### src/rtl/core/bwds_pkg.sv
// Shared types and codes for the burn-wire deployment sequencer.
// No dependencies; imported by every module of the block.
`default_nettype none

package bwds_pkg;

  localparam int unsigned CfgAddrW  = 4;
  localparam int unsigned CfgDataW  = 32;
  localparam int unsigned InDataW   = 8;
  localparam int unsigned InUserW   = 3;
  localparam int unsigned OutDataW  = 72;

  localparam logic [15:0] BurnTicksRst    = 16'd8;
  localparam logic [7:0]  AttemptLimitRst = 8'd3;
  localparam logic [15:0] RetryTicksRst   = 16'd4;

  // Register index, taken from paddr[3:2]
  typedef enum logic [1:0] {
    REG_BURN_TICKS    = 2'd0,
    REG_ATTEMPT_LIMIT = 2'd1,
    REG_RETRY_TICKS   = 2'd2,
    REG_NONE          = 2'd3
  } reg_idx_t;

  typedef enum logic [2:0] {
    EV_TICK   = 3'd0,
    EV_DEPLOY = 3'd1,
    EV_STOP   = 3'd2,
    EV_CLEAR  = 3'd3,
    EV_SET    = 3'd4
  } event_t;

  typedef enum logic [1:0] {
    PH_IDLE = 2'd0,
    PH_BURN = 2'd1,
    PH_WAIT = 2'd2
  } phase_t;

  typedef enum logic [1:0] {
    RESP_NONE = 2'd0,
    RESP_OK   = 2'd1,
    RESP_BUSY = 2'd2
  } resp_t;

  typedef enum logic [1:0] {
    FIN_NONE  = 2'd0,
    FIN_FAIL  = 2'd1,
    FIN_ABORT = 2'd2
  } finish_t;

  typedef struct packed {
    logic [15:0] burn_ticks;
    logic [7:0]  attempt_limit;
    logic [15:0] retry_ticks;
  } cfg_t;

  typedef struct packed {
    resp_t       response;
    logic        burn_start;
    logic        burn_stop;
    finish_t     finish_kind;
    logic [7:0]  attempt_now;
    logic [15:0] burn_tick_report;
    logic [31:0] attempts_before;
    logic        deployed;
    phase_t      phase_now;
  } result_t;

endpackage

`default_nettype wire

### src/rtl/core/bwds_cfg_regs.sv
// APB-style register file for the sequencer settings.
// Depends on bwds_pkg for the register indexes and the settings struct.
`default_nettype none

module bwds_cfg_regs (
  input  wire                                clk,
  input  wire                                rst_n,
  input  wire                                cfg_psel,
  input  wire                                cfg_penable,
  input  wire                                cfg_pwrite,
  input  wire  [bwds_pkg::CfgAddrW-1:0]      cfg_paddr,
  input  wire  [bwds_pkg::CfgDataW-1:0]      cfg_pwdata,
  output logic [bwds_pkg::CfgDataW-1:0]      cfg_prdata,
  output logic                               cfg_pready,
  output bwds_pkg::cfg_t                     cfg
);
  import bwds_pkg::*;

  cfg_t     cfg_r, cfg_nxt;
  reg_idx_t idx;
  logic     wr_en;

  assign idx        = reg_idx_t'(cfg_paddr[3:2]);
  assign cfg_pready = 1'b1;
  assign wr_en      = cfg_psel & cfg_penable & cfg_pwrite & cfg_pready;
  assign cfg        = cfg_r;

  always_comb begin
    cfg_nxt = cfg_r;
    if (wr_en) begin
      unique case (idx)
        REG_BURN_TICKS:    cfg_nxt.burn_ticks    = cfg_pwdata[15:0];
        REG_ATTEMPT_LIMIT: cfg_nxt.attempt_limit = cfg_pwdata[7:0];
        REG_RETRY_TICKS:   cfg_nxt.retry_ticks   = cfg_pwdata[15:0];
        default:           cfg_nxt = cfg_r;
      endcase
    end
  end

  always_comb begin
    unique case (idx)
      REG_BURN_TICKS:    cfg_prdata = {16'd0, cfg_r.burn_ticks};
      REG_ATTEMPT_LIMIT: cfg_prdata = {24'd0, cfg_r.attempt_limit};
      REG_RETRY_TICKS:   cfg_prdata = {16'd0, cfg_r.retry_ticks};
      default:           cfg_prdata = '0;
    endcase
  end

  always_ff @(posedge clk) begin
    if (!rst_n) begin
      cfg_r.burn_ticks    <= BurnTicksRst;
      cfg_r.attempt_limit <= AttemptLimitRst;
      cfg_r.retry_ticks   <= RetryTicksRst;
    end else begin
      cfg_r <= cfg_nxt;
    end
  end

endmodule

`default_nettype wire

### src/rtl/core/bwds_seq_core.sv
// Deployment sequence state and its single-pass next-state logic.
// Depends on bwds_pkg for event, phase and result types.
`default_nettype none

module bwds_seq_core (
  input  wire                     clk,
  input  wire                     rst_n,
  input  wire                     ev_fire,
  input  wire  [2:0]              ev_mode,
  input  wire                     ev_flag,
  input  bwds_pkg::cfg_t          cfg,
  output bwds_pkg::result_t       result
);
  import bwds_pkg::*;

  phase_t      phase_r,    phase_nxt;
  logic [7:0]  attempt_r,  attempt_nxt;
  logic [15:0] ticks_r,    ticks_nxt;
  logic [31:0] lifetime_r, lifetime_nxt;
  logic        deployed_r, deployed_nxt;

  event_t      ev;
  logic [15:0] ticks_inc;
  logic        limit_hit;

  // Ticks burned so far equal the phase tick count while burning and are zero
  // otherwise, so no separate burned-tick register is kept.
  assign ev        = event_t'(ev_mode);
  assign ticks_inc = (ticks_r == 16'hFFFF) ? ticks_r : ticks_r + 16'd1;
  assign limit_hit = (attempt_r >= cfg.attempt_limit);

  always_comb begin
    phase_nxt    = phase_r;
    attempt_nxt  = attempt_r;
    ticks_nxt    = ticks_r;
    lifetime_nxt = lifetime_r;
    deployed_nxt = deployed_r;
    result       = '0;

    unique case (ev)
      EV_TICK: begin
        unique case (phase_r)
          PH_BURN: begin
            ticks_nxt = ticks_inc;
            if (ticks_inc >= cfg.burn_ticks) begin
              result.burn_stop        = 1'b1;
              result.burn_tick_report = ticks_inc;
              ticks_nxt               = '0;
              if (limit_hit) begin
                deployed_nxt       = 1'b1;
                result.finish_kind = FIN_FAIL;
                phase_nxt          = PH_IDLE;
                attempt_nxt        = '0;
              end else begin
                phase_nxt = PH_WAIT;
              end
            end
          end
          PH_WAIT: begin
            ticks_nxt = ticks_inc;
            if (cfg.retry_ticks == 16'd0 || ticks_inc >= cfg.retry_ticks) begin
              ticks_nxt = '0;
              if (limit_hit) begin
                result.burn_stop   = 1'b1;
                deployed_nxt       = 1'b1;
                result.finish_kind = FIN_FAIL;
                phase_nxt          = PH_IDLE;
                attempt_nxt        = '0;
              end else begin
                attempt_nxt            = (attempt_r == 8'hFF) ? attempt_r
                                                              : attempt_r + 8'd1;
                result.attempts_before = lifetime_r;
                lifetime_nxt           = (lifetime_r == 32'hFFFF_FFFF) ? lifetime_r
                                                                      : lifetime_r + 32'd1;
                result.burn_start      = 1'b1;
                phase_nxt              = PH_BURN;
              end
            end
          end
          default: ;
        endcase
      end
      EV_DEPLOY: begin
        priority if (deployed_r) begin
          result.response = RESP_OK;
        end else if (phase_r != PH_IDLE) begin
          result.response = RESP_BUSY;
        end else begin
          result.response        = RESP_OK;
          attempt_nxt            = 8'd1;
          ticks_nxt              = '0;
          result.attempts_before = lifetime_r;
          lifetime_nxt           = (lifetime_r == 32'hFFFF_FFFF) ? lifetime_r
                                                                : lifetime_r + 32'd1;
          result.burn_start      = 1'b1;
          phase_nxt              = PH_BURN;
        end
      end
      EV_STOP: begin
        result.response = RESP_OK;
        if (phase_r != PH_IDLE) begin
          result.burn_stop   = 1'b1;
          result.finish_kind = FIN_ABORT;
          if (phase_r == PH_BURN) result.burn_tick_report = ticks_r;
          phase_nxt   = PH_IDLE;
          attempt_nxt = '0;
          ticks_nxt   = '0;
        end
      end
      EV_CLEAR: begin
        result.response = RESP_OK;
        deployed_nxt    = 1'b0;
      end
      EV_SET: begin
        result.response = RESP_OK;
        deployed_nxt    = ev_flag;
      end
      default: ;
    endcase

    result.attempt_now = attempt_nxt;
    result.deployed    = deployed_nxt;
    result.phase_now   = phase_nxt;
  end

  always_ff @(posedge clk) begin
    if (!rst_n) begin
      phase_r    <= PH_IDLE;
      attempt_r  <= '0;
      ticks_r    <= '0;
      lifetime_r <= '0;
      deployed_r <= 1'b0;
    end else if (ev_fire) begin
      phase_r    <= phase_nxt;
      attempt_r  <= attempt_nxt;
      ticks_r    <= ticks_nxt;
      lifetime_r <= lifetime_nxt;
      deployed_r <= deployed_nxt;
    end
  end

endmodule

`default_nettype wire

### src/rtl/core/burn_wire_deploy_sequencer_top.sv
// An accepted request reaches out_tvalid through the input register and then the result register;
// one request per cycle while out_tready stays high. A request is held in the input register, worked
// in one pass through the sequence logic and written to the result register with the new sequence state.
// Reset (rst_n, synchronous, active low): phase idle, counters and deployed flag cleared,
// settings back to burn 8, attempt limit 3, retry 4; both stream stages emptied.
// Depends on bwds_pkg, bwds_cfg_regs and bwds_seq_core.
`default_nettype none

module burn_wire_deploy_sequencer_top (
  input  wire                                clk,
  input  wire                                rst_n,
  // input stream
  input  wire                                in_tvalid,
  output logic                               in_tready,
  input  wire  [bwds_pkg::InDataW-1:0]       in_tdata,   // [0] flag_value, rest zero
  input  wire  [bwds_pkg::InUserW-1:0]       in_tuser,   // [2:0] mode
  // result stream
  output logic                               out_tvalid,
  input  wire                                out_tready,
  // [1:0] response, [2] burn_start, [3] burn_stop, [5:4] finish_kind,
  // [13:6] attempt_now, [29:14] burn_tick_report, [61:30] attempts_before,
  // [62] deployed, [64:63] phase_now, [71:65] zero
  output logic [bwds_pkg::OutDataW-1:0]      out_tdata,
  // configuration
  input  wire                                cfg_psel,
  input  wire                                cfg_penable,
  input  wire                                cfg_pwrite,
  input  wire  [bwds_pkg::CfgAddrW-1:0]      cfg_paddr,
  input  wire  [bwds_pkg::CfgDataW-1:0]      cfg_pwdata,
  output logic [bwds_pkg::CfgDataW-1:0]      cfg_prdata,
  output logic                               cfg_pready
);
  import bwds_pkg::*;

  cfg_t    cfg;
  result_t core_res;

  // Input stage: one request held ahead of the sequence logic.
  logic       in_valid_r, in_valid_nxt;
  logic [2:0] in_mode_r;
  logic       in_flag_r;

  // Result stage.
  logic    out_valid_r, out_valid_nxt;
  result_t out_res_r;

  logic out_adv;   // result register free or draining this cycle
  logic fire;      // held request passes through the sequence logic
  logic in_acc;

  assign out_adv   = !out_valid_r || out_tready;
  assign fire      = in_valid_r && out_adv;
  assign in_tready = !in_valid_r || out_adv;
  assign in_acc    = in_tvalid && in_tready;

  always_comb begin
    in_valid_nxt = in_valid_r;
    if (in_acc)    in_valid_nxt = 1'b1;
    else if (fire) in_valid_nxt = 1'b0;

    out_valid_nxt = out_valid_r;
    if (fire)            out_valid_nxt = 1'b1;
    else if (out_tready) out_valid_nxt = 1'b0;
  end

  always_ff @(posedge clk) begin
    if (!rst_n) begin
      in_valid_r  <= 1'b0;
      out_valid_r <= 1'b0;
    end else begin
      in_valid_r  <= in_valid_nxt;
      out_valid_r <= out_valid_nxt;
    end
  end

  // Payload registers: input payload loads on accept, result loads on fire; both hold otherwise.
  always_ff @(posedge clk) begin
    if (in_acc) begin
      in_mode_r <= in_tuser[2:0];
      in_flag_r <= in_tdata[0];
    end
    if (fire) out_res_r <= core_res;
  end

  bwds_cfg_regs u_cfg (
    .clk         (clk),
    .rst_n       (rst_n),
    .cfg_psel    (cfg_psel),
    .cfg_penable (cfg_penable),
    .cfg_pwrite  (cfg_pwrite),
    .cfg_paddr   (cfg_paddr),
    .cfg_pwdata  (cfg_pwdata),
    .cfg_prdata  (cfg_prdata),
    .cfg_pready  (cfg_pready),
    .cfg         (cfg)
  );

  bwds_seq_core u_core (
    .clk     (clk),
    .rst_n   (rst_n),
    .ev_fire (fire),
    .ev_mode (in_mode_r),
    .ev_flag (in_flag_r),
    .cfg     (cfg),
    .result  (core_res)
  );

  assign out_tvalid = out_valid_r;
  assign out_tdata  = {7'd0,
                       out_res_r.phase_now,
                       out_res_r.deployed,
                       out_res_r.attempts_before,
                       out_res_r.burn_tick_report,
                       out_res_r.attempt_now,
                       out_res_r.finish_kind,
                       out_res_r.burn_stop,
                       out_res_r.burn_start,
                       out_res_r.response};

endmodule

`default_nettype wire

### config.mk
export PLATFORM = sky130hd
export DESIGN_NAME = burn_wire_deploy_sequencer_top
export DESIGN_NICKNAME = d
export VERILOG_FILES = /design/src/rtl/core/bwds_pkg.sv /design/src/rtl/core/bwds_cfg_regs.sv /design/src/rtl/core/bwds_seq_core.sv /design/src/rtl/core/burn_wire_deploy_sequencer_top.sv
export SDC_FILE = /design/constraint.sdc
export NUM_CORES = 1
export LEC_CHECK = 0
export ABC_AREA = 1
export BUFFER_PORTS_ARGS = -buffer_cell sky130_fd_sc_hd__buf_2
export CELL_PAD_IN_SITES_DETAIL_PLACEMENT = 0
export CELL_PAD_IN_SITES_GLOBAL_PLACEMENT = 1
export CORE_ASPECT_RATIO = 0.7
export CORE_MARGIN = 2
export CORE_UTILIZATION = 45
export CTS_CLUSTER_DIAMETER = 30
export CTS_CLUSTER_SIZE = 20
export DETAILED_ROUTE_END_ITERATION = 7
export GPL_TIMING_DRIVEN = 0
export PLACE_DENSITY_LB_ADDON = 0.25
export SYNTH_ARGS = -nofsm -noshare
export SYNTH_HDL_FRONTEND = slang
export SYNTH_SLANG_ARGS = --single-unit
### constraint.sdc
create_clock -name clk -period 7.9 [get_ports clk]
set_clock_uncertainty 0.05 [all_clocks]
set_input_delay 0.395 -clock clk [delete_from_list [all_inputs] [get_ports clk]]
set_output_delay 0.395 -clock clk [all_outputs]
set_load 0.05 [all_outputs]
# Word level (Yosys, flattened, before mapping)
# Cells that the tools add are included.
# totals
ff_bits	170
inputBits	54
out_inout_bits	107
# classes
addsub	3
order_cmp	3
eq_ne	18
n_mux	70
bitwise	2
n_reduce_logical	21
# ops
op	count
two-way mux 32 bit	11
two-way mux 16 bit	10
one-hot mux 32 bit (2 select lines)	2
one-hot mux 16 bit (3 select lines)	2
two-way mux 8 bit	8
one-hot mux 16 bit (2 select lines)	2
adder 32 x 1 -> 32 bit, second input constant	1
equality test 32 bit, second input constant	1
>= comparator 16 bit	2
one-hot mux 8 bit (3 select lines)	1
adder 16 x 1 -> 16 bit, second input constant	1
equality test 16 bit, second input constant	1
zero test 16 bit	1
two-way mux 2 bit	8
one-hot mux 8 bit (2 select lines)	1
two-way mux 1 bit	13
one-hot mux 3 bit (2 select lines)	2
two-way mux 3 bit	3
adder 8 x 1 -> 8 bit, second input constant	1
equality test 8 bit, second input constant	1
>= comparator 8 bit	1
inequality test 2 bit, second input constant	4
one-hot mux 2 bit (2 select lines)	2
nonzero test 2 bit	4
22 further kinds	34

# Longest topological paths before layout
# logic_depth
depth_word	7
depth_mapped	27
mapped_depth_nobuf	27

# By module
# From an unflattened synthesis, not the netlist that was laid out.
# hier_totals
cells_unflattened	1362
hier_area_um2	9987.1
# by_module_without_submodules
mod	n_inst	cells_each	area_per_inst_um2
bwds_seq_core	1	969	5735.5
burn_wire_deploy_sequencer_top	1	90	2223.4
bwds_cfg_regs	1	303	2028.2

# Worst setup path after synthesis
# Ideal clock, no wire load.
# synth_timing
kind	register -> register
startpoint	reg out_valid_r, in the netlist out_tvalid
endpoint	reg u_core.phase_r[0]
arrival_time_ps	3213
required_time_ps	7738
slack_ps	4524
stages_incl_launch_ff	8
period_less_slack_ps	3376
path_cell_list	dfxtp_1 > nand2_1 > nand2_1 > inv_1 > clkbuf_1 > nand4_1 > nand2_1 > inv_1
# synth_via
elab_chain_cells	3
# synth_lines
item	line_no	rtl
start: declaration	burn_wire_deploy_sequencer_top.sv:44	logic out_valid_r, out_valid_nxt;
start signal: assignment	burn_wire_deploy_sequencer_top.sv:72	out_valid_r <= out_valid_nxt;
zero test 1 bit	burn_wire_deploy_sequencer_top.sv:51	assign out_adv = !out_valid_r || out_tready;
logical OR 1 bit	burn_wire_deploy_sequencer_top.sv:51	
logical AND 1 bit	burn_wire_deploy_sequencer_top.sv:52	assign fire = in_valid_r && out_adv;
via fire	burn_wire_deploy_sequencer_top.sv:48	logic fire;
end signal: assignment	bwds_seq_core.sv:134	phase_r <= phase_nxt;
end: declaration	bwds_seq_core.sv:16	phase_t phase_r, phase_nxt;
# The timed path passes the listed nets, and every way through them passes these cells.
# A chain may end at the register's enable or synchronous reset.

# Worst setup path after layout
# layout_timing
startpoint	reg u_core.ticks_r[0]
endpoint	reg u_core.lifetime_r[27]
# layout_via
elab_chain_cells	6
word_cells_on_any_way	7
# layout_lines
item	line_no	rtl
start: declaration	bwds_seq_core.sv:18	logic [15:0] ticks_r, ticks_nxt;
start signal: assignment	bwds_seq_core.sv:136	ticks_r <= ticks_nxt;
adder 16 x 1 -> 16 bit or equality test 16 bit (tied branches)	bwds_seq_core.sv:29	assign ticks_inc = (ticks_r == 16'hFFFF) ? ticks_r : ticks_r + 16'd1;
two-way mux 16 bit (*)	bwds_seq_core.sv:29	
>= comparator 16 bit (*)	bwds_seq_core.sv:61	if (cfg.retry_ticks == 16'd0 || ticks_inc >= cfg.retry_ticks) begin
logical OR 1 bit (*)	bwds_seq_core.sv:61	
inequality test 2 x 1 -> 1 bit (no source line) (*)	-	
AND reduction 7 bit (no source line) (*)	-	
end signal: assignment	bwds_seq_core.sv:137	lifetime_r <= lifetime_nxt;
end: declaration	bwds_seq_core.sv:19	logic [31:0] lifetime_r, lifetime_nxt;
# Mark *: on every way between the ends. The rest lies on a longest branch, timed or not.

==> qor.log <==
[timing] share of the clock period used by the worst path 56.0%
[place] Cell Count Post-Placement 1,688
[grt] first-pass GRT wire length 44,900 microns
[clock_tree] clock transition time at the flip-flop clock pins of the worst setup and hold paths 0.06 ns
[synthesis] dominant register cell in the synthesized netlist dfxtp_1
[grt] number of global-route vias before repair 8,323
[floorplan] Initial Utilization 46.3%
[timing] least setup slack across all paths after layout 3.48 ns
[setup_path] arrival time at the worst endpoint 4.74 ns
[clock_tree] clk root buf clkbuf_16
[floorplan] die width 180 microns
[setup_path] number of cells traversed by the worst register-to-register path 21
[power] maximum vdd drop 0.138 mV
[grt] total gr overflow 0
[final_layout] Inserted Diodes 0
[synthesis] sequential element share of the synthesized area 42.2%
[timing] number of slew-limit violations in the final report 0
[setup_path] cell-by-cell listing of the critical path ha_1 > inv_1 > nor3_2 > nand2_1 > nor2_1 > inv_1 > o21ai_0 > ha_1 > nand2_1 > nor2_1 > and2_1 > nor2_1 > nand3_1 > nand2_2 > nand2_2 > nand2_2 > nor2_2 > o21ai_2 > buf_4 > nand2_1 > a21oi_1
[timing] final count of hold timing violations 0
[timing] final hold slack 0.0908 ns
[final_layout] Multi-input gate area 4640 sq um
[power] share of total power in the clock network 40.6%
[synthesis] flop and latch count out of synthesis 170
[synthesis] number of standard cells after synthesis 1,279
[worst_hold_path] depth of the worst hold-timing path 1
[final_layout] commonest non-fill, non-tap cell in the layout nand2_1
[setup_path] slowest stage cell, crit path dfxtp_1
[synthesis] async set-reset flop share out of synthesis 0%
[place] count of port buffers added during placement 110
[floorplan] number of placement rows 44
[setup_path] worst flop-to-flop path endpoint u_core.lifetime_r[27]$_SDFFE_PN0P_
[grt] GRT Overall Usage 25.1%
[place] final weighted congestion in routability-driven placement 0.912
[clock_tree] total number of clock tree sinks 170
[setup_path] worst setup path start u_core.ticks_r[0]$_SDFFE_PN0P_
[grt] met1 GRT Util 39.8%
[timing] setup repair after global routing missed its margin no
[synthesis] Unique masters post-synth 43
[setup_path] largest driver fanout on the critical path 10
[grt] largest net degree at the start of global routing 40
[power] Internal Dissipation 1.50 mW
[setup_path] Worst Setup End Kind flop
[power] share of total power in combinational logic 13.6%
[detailed_routing] post-route antenna net violation count 0
[grt] global-route layer with the greatest usage met1
[clock_tree] total of hold buffers inserted after clock tree synthesis 0
[setup_path] critical path's top delay family simple AND/OR/NAND/NOR gates
[place] hpwl dp 21,700 microns
[place] post-place setup slack 3.61 ns
[grt] antenna violations before repair 0
[clock_tree] CTS tree built
[detailed_routing] WL final 28,200 microns
[timing] Worst Tran Pin Value 0.853 ns
[setup_path] worst setup path class reg2reg
[detailed_routing] residual DRC count 0
[power] Pwr Total 2.09 mW
[power] Pleak 4.62 nW
[worst_hold_path] Endpoint, Worst Hold in_mode_r[0]$_DFFE_PP_
[final_layout] leading cell types in the layout, fill and taps excluded nand2_1, inv_1, a21oi_1
[final_layout] nets 1,531
[setup_path] data required time of the critical path 8.21 ns
[power] PwrDens 185 nW/um^2
[clock_tree] Clock Path Buffers 2
[synthesis] count of flip-flops with a built-in enable after synthesis 69
[grt] met3 usage 5.34%
[floorplan] core area 21,000 sq um
[clock_tree] PostCTS Resize Cnt 0
[flow_run] number of max-cap violations 0
[synthesis] post-synthesis area per instance 7.59 sq um
[detailed_routing] initial drt markers 822
[synthesis] synth warn 0
[timing] number of setup violations in the final report 0
[power] switching part of the total 28.3%
[detailed_routing] total number of vias 9,113
[timing] fmax 226 MHz
[worst_hold_path] start point of the worst min-delay path in_tuser[0]
[power] NetSw 0.591 mW
[setup_path] launch point of the worst reg-to-reg path u_core.ticks_r[0]$_SDFFE_PN0P_
[clock_tree] clock latency at the later pin of the worst-skew pair 0.44 ns
[detailed_routing] total iterations of the first detailed-routing run 5
[clock_tree] Post CTS Setup Buffer Count 0
[timing] TNS Setup 0 ns
[timing] Slew HR 42.5%
[final_layout] number of cells in the finished layout apart from fillers 1,720
[clock_tree] count of H-tree levels built during CTS 4
[setup_path] element type at the critical path start flop
[worst_hold_path] worst min-delay path class in2reg
[detailed_routing] vias per cell 5.30
[power] power share of the sequential group 45.8%
[final_layout] footprint of the flip-flops and latches 4090 sq um
[setup_path] sum of buffers and inverters on the critical path 3
[floorplan] die outline area 22,800 sq um
[setup_path] instance count on the critical path 21
[setup_path] worst stage delay on the critical path 0.42 ns
[timing] post-route minimum period 4.42 ns
[final_layout] growth of design area from synthesis to finish 16.4%
[detailed_routing] post-DR wirelength/cell 16.4 microns
[final_layout] filler instances 2,034
[run_status] result of the run completed
[final_layout] share of layout cells above drive strength 1 15.0%
[grt] met2 capacity usage during global routing 34.1%
[setup_path] flop2flop setup slack 3.48 ns
[clock_tree] total clock buffers created by CTS 17
[floorplan] Boundary Pins 161
[floorplan] DIE HEIGHT 127 microns
[synthesis] cell area after synthesis 9710 sq um
==> through the flow <==
step | utilization (%) | cell area (sq um)
detailed placement | 51.1 | 10700
CTS | 53.9 | 11300
global placement | 51.0 | 10700
floorplan | - | 9790
finish | 53.9 | 11300
global route | 53.9 | 11300
==> how the worst max path moves through the flow <==
stage | end
floorplan | u_core.phase_r[0]$_SDFFE_PN0P_
global placement | u_core.attempt_r[5]$_SDFFE_PN0P_
detailed placement | u_core.lifetime_r[26]$_SDFFE_PN0P_
CTS | u_core.lifetime_r[27]$_SDFFE_PN0P_
global route | u_core.lifetime_r[26]$_SDFFE_PN0P_
finish | u_core.lifetime_r[27]$_SDFFE_PN0P_
==> layout make-up <==
cell class / count / area share (%)
repair buffers: 111 / 5.05
well taps: 276 / 3.05
clock buffers: 23 / 4.51
clock inverters: 9 / 0.741
flip-flops and latches: 170 / 36.2
inverters: 174 / 5.78
multi-input cells: 893 / 41.1
plain buffers: 64 / 3.60
==> metal layers <==
layer  share of wire, %  wire [microns]  vias up
met5                  0               0        -
met4                1.2             344        0
met3                8.5            2400       29
met2                 39           11100      392
met1                 51           14400     4206
li1                   -               -     4486
==> cells in the mapped netlist (2+ instances only) <==
| library cell | number | area share (%) |
|---|---|---|
| a21oi_1 | 120 | 6.2 |
| buf_2 | 4 | 0.21 |
| buf_4 | 32 | 2.5 |
| buf_6 | 5 | 0.58 |
| clkbuf_1 | 23 | 0.89 |
| conb_1 | 2 | 0.077 |
| dfxtp_1 | 101 | 21 |
| edfxtp_1 | 69 | 21 |
| ha_1 | 46 | 5.9 |
| inv_1 | 164 | 6.3 |
| inv_2 | 9 | 0.35 |
| nand2_1 | 304 | 12 |
| nand2_2 | 3 | 0.19 |
| nand3_1 | 64 | 3.3 |
| nand3_2 | 2 | 0.21 |
| nand4_1 | 27 | 1.7 |
| nor2_1 | 105 | 4.1 |
| nor2_2 | 9 | 0.58 |
| nor3_1 | 36 | 1.9 |
| nor4_1 | 11 | 0.71 |
| o211ai_1 | 3 | 0.23 |
| o21a_1 | 2 | 0.15 |
| o21ai_0 | 68 | 3.5 |
| o21ai_2 | 2 | 0.18 |
| o21bai_1 | 2 | 0.15 |
| o221ai_1 | 7 | 0.63 |
| o22ai_1 | 11 | 0.71 |
| xor2_1 | 32 | 2.9 |
| xor2_2 | 2 | 0.33 |
==> power by group through the flow <==
stage               logic [mW]  clock network, mW  registers, mW
global placement         0.279                  0          0.977
floorplan                0.152                  0           1.03
finish                   0.285              0.848          0.956
global route             0.308              0.893          0.959
CTS                      0.283              0.860          0.956
detailed placement       0.282                  0          0.975
==> registers in the layout (all words and copies together), names as in the netlist <==
signal / flops
in_valid_r: 1
u_core.phase_r: 2
in_mode_r: 3
u_core.attempt_r: 8
u_core.deployed_r: 1
u_core.ticks_r: 16
out_tdata: 65
out_tvalid: 1
u_core.lifetime_r: 32
in_flag_r: 1
u_cfg.cfg: 40
==> cells by family (layout without fill, tap and decap cells) <==
kind of cell	after synthesis	count (layout)	synth area share (%)
AND/OR/NAND/NOR	566	566	25.0
buffers and inverters	238	381	10.9
XOR/XNOR	34	34	3.22
AO/OA/AOI/OAI	223	223	12.7
flip-flops	170	170	42.2
other	2	24	0.0773
adder cells (fa/ha/maj)	46	46	5.93
Note: power is estimated with default switching activity, not from simulation.
